File: src/btb2_pkg.sv
// Package: sizes, codes and shared types of the branch target buffer.
package btb2_pkg;

    localparam int ENTRIES = 1024;
    localparam int IDX_W   = $clog2(ENTRIES);
    localparam int PC_W    = 24;
    localparam int CNT_W   = 32;
    localparam int SLOT_W  = 10;
    localparam int EV_W    = 3;
    localparam int NSTAT   = 7;

    localparam int ST_HIT     = 0;
    localparam int ST_MISS    = 1;
    localparam int ST_RIGHT   = 2;
    localparam int ST_WRONG   = 3;
    localparam int ST_COLL    = 4;
    localparam int ST_STALL   = 5;
    localparam int ST_NOSTALL = 6;

    typedef logic [EV_W-1:0] t_event;
    localparam t_event EV_FIRST   = 3'd0;
    localparam t_event EV_HIT_NT  = 3'd1;
    localparam t_event EV_HIT_RT  = 3'd2;
    localparam t_event EV_HIT_WT  = 3'd3;
    localparam t_event EV_MISS_T  = 3'd4;
    localparam t_event EV_MISS_NT = 3'd5;

    typedef logic [1:0] t_pred;
    localparam t_pred PRED_00 = 2'b00;
    localparam t_pred PRED_01 = 2'b01;
    localparam t_pred PRED_10 = 2'b10;
    localparam t_pred PRED_11 = 2'b11;

    typedef enum logic [1:0] {
        S_CLEAR,
        S_IDLE,
        S_EVAL
    } t_state;

    typedef struct packed {
        logic clr_en;
        logic accept;
        logic commit;
    } t_cmd;

    typedef struct packed {
        logic clr_last;
    } t_status;

    typedef struct packed {
        logic            valid;
        logic [PC_W-1:0] tag;
        logic [PC_W-1:0] target;
        t_pred           pred;
    } t_entry;

endpackage

File: src/btb2_ctrl.sv
// Controller: clearing pass, input transfer, evaluate and result handoff.
module btb2_ctrl (
    input  logic                i_clk,
    input  logic                i_rst_n,
    input  logic                i_valid,
    output logic                o_ready,
    output logic                o_valid,
    input  logic                i_ready,
    output btb2_pkg::t_cmd      o_cmd,
    input  btb2_pkg::t_status   i_status
);

    btb2_pkg::t_state r_state;
    btb2_pkg::t_state n_state;
    logic             r_out_valid;
    logic             n_out_valid;

    always_ff @(posedge i_clk) begin
        if (!i_rst_n) begin
            r_state     <= btb2_pkg::S_CLEAR;
            r_out_valid <= 1'b0;
        end else begin
            r_state     <= n_state;
            r_out_valid <= n_out_valid;
        end
    end

    always_comb begin
        n_state     = r_state;
        o_cmd       = '0;
        o_ready     = 1'b0;
        n_out_valid = r_out_valid && !i_ready;
        unique case (r_state)
            btb2_pkg::S_CLEAR: begin
                o_cmd.clr_en = 1'b1;
                if (i_status.clr_last) begin
                    n_state = btb2_pkg::S_IDLE;
                end
            end
            btb2_pkg::S_IDLE: begin
                o_ready = 1'b1;
                if (i_valid) begin
                    o_cmd.accept = 1'b1;
                    n_state      = btb2_pkg::S_EVAL;
                end
            end
            btb2_pkg::S_EVAL: begin
                if (!r_out_valid || i_ready) begin
                    o_cmd.commit = 1'b1;
                    n_out_valid  = 1'b1;
                    n_state      = btb2_pkg::S_IDLE;
                end
            end
            default: begin
                n_state = btb2_pkg::S_CLEAR;
            end
        endcase
    end

    assign o_valid = r_out_valid;

endmodule

File: config.mk
export PLATFORM = sky130hd
export DESIGN_NAME = btb2_ctrl
export DESIGN_NICKNAME = d
export VERILOG_FILES = /design/src/btb2_pkg.sv /design/src/btb2_ctrl.sv
export SDC_FILE = /design/constraint.sdc
export NUM_CORES = 1
export LEC_CHECK = 0
export ABC_AREA = 1
export BUFFER_PORTS_ARGS = -buffer_cell sky130_fd_sc_hd__buf_4
export CORE_AREA = 5 5 42 44
export CTS_CLUSTER_DIAMETER = 50
export DETAILED_ROUTE_END_ITERATION = 6
export DIE_AREA = 0 0 47 49
export PLACE_DENSITY_LB_ADDON = 0.1
export SLEW_MARGIN = 0
export SYNTH_ARGS = -nofsm -noshare
export SYNTH_HDL_FRONTEND = slang
export SYNTH_SLANG_ARGS = --single-unit
File: constraint.sdc
create_clock -name i_clk -period 1 [get_ports i_clk]
set_input_delay 0.15 -clock i_clk [delete_from_list [all_inputs] [get_ports i_clk]]
set_output_delay 0.15 -clock i_clk [all_outputs]
set_load 0.01 [all_outputs]
==> summary.md <==
| Metric | Value |
|---|---|
| Worst Setup SP | `r_state[1]` |
| Critical path's slowest cell | `dfxtp_2` |
| Core Area | `about 0.0014 mm^2` |
| Unrepaired setup endpoints after global routing | `yes` |
| Synthesized area | `155 um^2` |
| Least-Margin Pin Slew | `roughly 0.15 ns` |
| Final Wtd Congestion | `~0.57` |
| Flop pwr share | `around 32%` |
| Fraction of the yosys area taken by sequential cells | `between 30% and 40%` |
| Combinational power share | `~18%` |
| CTS tree | `yes` |
| CTS root buffer | `clkbuf_4` |
| Synth Register Bits | `3` |
| Failing checks | `negative setup slack` |
| Share of cells above drive strength 1 | `65.8%` |
| Critical Path End Type | `primary output` |
| Final #Nets | `44` |
| Worst-path fanout max | `4` |
| Hold_sp | `i_rst_n` |
| Largest delay share family, worst path | `flip-flops` |
| Port-buffer cells | `9` |
| Pwr Density | `1360 mW/mm^2` |
| Initial antenna violation count | `0` |
| Final Max Slew Viols | `0` |
| Setup WS post-layout | `-0.0722 ns` |
| Final clock skew | `approximately 0.0025 ns` |
| Internal power | `about 320 uW` |
| Vert. Die Dim | `roughly 49 um` |
| Clk pwr share | `between 40% and 50%` |
| Clk buf depth | `2` |
| Area contributors post-synth | `dfxtp_1, inv_1, nand2_1` |
| Post-DRT Antenna Nets | `0` |
| Vias in the first global route | `around 170` |
| Clk sinks | `3` |
| Rel. slew slack | `90.2%` |
| Max VDD drop | `between 0.0004 and 0.0005 V` |
| Via density | `approximately 3.3` |
| Critical path cell sequence | `inv_2, nor3_2, buf_4` |
| R2r startpoint | `r_state[1]` |
| DRC | `0` |
| CP max stage delay | `~0.33 ns` |
| Skew-Pair Late Insertion Delay | `0.23 ns` |
| Row count | `14` |
| Die W | `roughly 47 um` |
| Sw Pwr | `102 uW` |
| Leak | `~0.16 nW` |
| Yosys top cell by area | `dfxtp_1` |
| Global-route wire length before repair | `~680 um` |
| Final Hold Fails | `0` |
| Largest net degree at the start of global routing | `7` |
| Buf/Inv on CP | `2` |
| GRT Total Usage | `approximately 4.2%` |
| Net Sw Frac | `24.4%` |
| Hold Crit Class | `in -> reg` |
| Die ar. | `approximately 0.0023 mm^2` |
| H-tree levels | `1` |
| Fmax | `a little over 0.9 GHz` |
| CTS Hold Buffers Added | `0` |
| Warnings from Yosys | `0` |
| Required time worst endpoint | `about 0.85 ns` |
| Total routed wirelength | `around 420 um` |
| Avg Cell Area, Syn | `just under 7 um^2` |
| CTS Buf Count | `3` |
| DR iter-0 viols | `3` |
| TritonRoute pass-1 iters | `2` |
| Syn Inst Count | `23` |
| Top-area cell type share of the netlist area | `between 30% and 40%` |
| I/O pins | `10` |
| Syn Nets | `28` |
| Status | `finished with violations` |
| Critical path type | `reg -> out` |
| HPWL Detailed | `approximately 330 um` |
| Final worst-path cycle share | `107%` |
| Final hold slack | `between 0.1 and 0.15 ns` |
| Initial core utilization | `11.1%` |
| Worst Path Arrival | `just over 0.9 ns` |
| Area grow syn2layout | `98.4%` |
| Clock-pin slew on the worst setup and hold paths | `~0.04 ns` |
| Via count | `about 180` |
| Crit path time final | `1.07 ns` |
| Max-cap violations | `0` |
| DP Cell Count | `48` |
| WL per Instance | `~7.7 um` |
| Distinct cells, synth | `12` |
| Setup violators final | `2` |
| Setup crit start kind | `flop` |
| Grt total ovfl | `0` |
| Non-filler cells in the finished layout | `54` |
| TNS Setup | `-0.104 ns` |
| Antenna fix cells | `0` |
==> through the flow <==
step	total power, mW	utilization, %	area (um^2)	setup WS, ns
final	0.420	22.0	308	-0.0722
after global routing	0.453	22.0	308	-0.111
after CTS	0.431	21.3	299	-0.0657
after detailed placement	0.205	17.3	243	0.108
after global placement	0.206	17.3	243	0.0926
after floorplan	0.167	-	155	0.148
==> power by group through the flow <==
stage          sequential [mW]  clock [mW]  combinational (mW)
6_report                 0.136       0.209              0.0751
5_1_grt                  0.138       0.231              0.0843
4_1_cts                  0.136       0.219              0.0757
3_5_place_dp             0.136           0              0.0691
3_3_place_gp             0.137           0              0.0694
2_1_floorplan            0.135           0              0.0320
==> cell families after synthesis <==
| group | synth area share (%) |
|---|---|
| and+or+nand+nor | 33.1 |
| buffers and inverters | 14.5 |
| DFF | 38.7 |
| AOI/OAI and AO/OA | 13.7 |
==> cells in the final DEF (no fill, tap or decap), drive strengths merged <==
cell type,n
o21a,1
clkbuf,4
nor2,4
buf,11
nand3,1
o21ai,1
nand2,5
nor3,1
dfxtp,3
inv,6
a21oi,1
==> metal layers <==
| metal | vias up | GRT usage (%) | share of wire, % |
|---|---|---|---|
| li1 | 97 | - | - |
| met1 | 77 | 4.17 | 39 |
| met2 | 3 | 6.33 | 56 |
| met3 | 0 | 2.21 | 4.3 |
| met4 | 0 | 2.76 | 0 |
| met5 | - | 0 | 0 |
==> flip-flops by register name, indices dropped and copies added, names as in the netlist <==
name / cells
o_valid: 1
r_state: 2
==> path summary, 6_finish.rpt <==
| kind | to | slack [ns] | depth (start not counted) |
|---|---|---|---|
| worst max register to register | r_state[0] | 0.10 | 6 |
| worst max-delay path | o_cmd[0] | -0.07 | 3 |
| worst min-delay path | o_valid | 0.15 | 2 |
| worst min register to register | r_state[1] | 0.54 | 2 |
==> synthesized netlist by cell type <==
cell type,number
inv_1,5
nand2_1,4
dfxtp_1,3
nor2_1,2
nor2_2,2
a21oi_2,1
inv_2,1
nand2_2,1
nand3_1,1
nor3_1,1
o21a_1,1
o21ai_0,1
==> area by class of cell <==
class | count | area (um^2)
tap | 16 | 20.0
sequential | 3 | 66.3
timing repair buffer | 11 | 82.6
fill | 172 | 1090
multi-input combinational | 14 | 90.1
clock buffer | 4 | 26.3
inverter | 6 | 22.5
==> worst register-to-register path: stages, from the launching register on <==
cell and delay (ns):
dfxtp_2 0.33, inv_2 0.06, buf_4 0.13, nor2_2 0.10, nand2_2 0.07, nand2_1 0.07
nor2_2 0.03
==> what timing repair did <==
item                                    CTS  global route
gates resized for setup                   7             1
setup buffers                             1             1
endpoints found under the setup margin    4             4
pin swaps                                 0             1
Power figures use the tool's default switching activity.
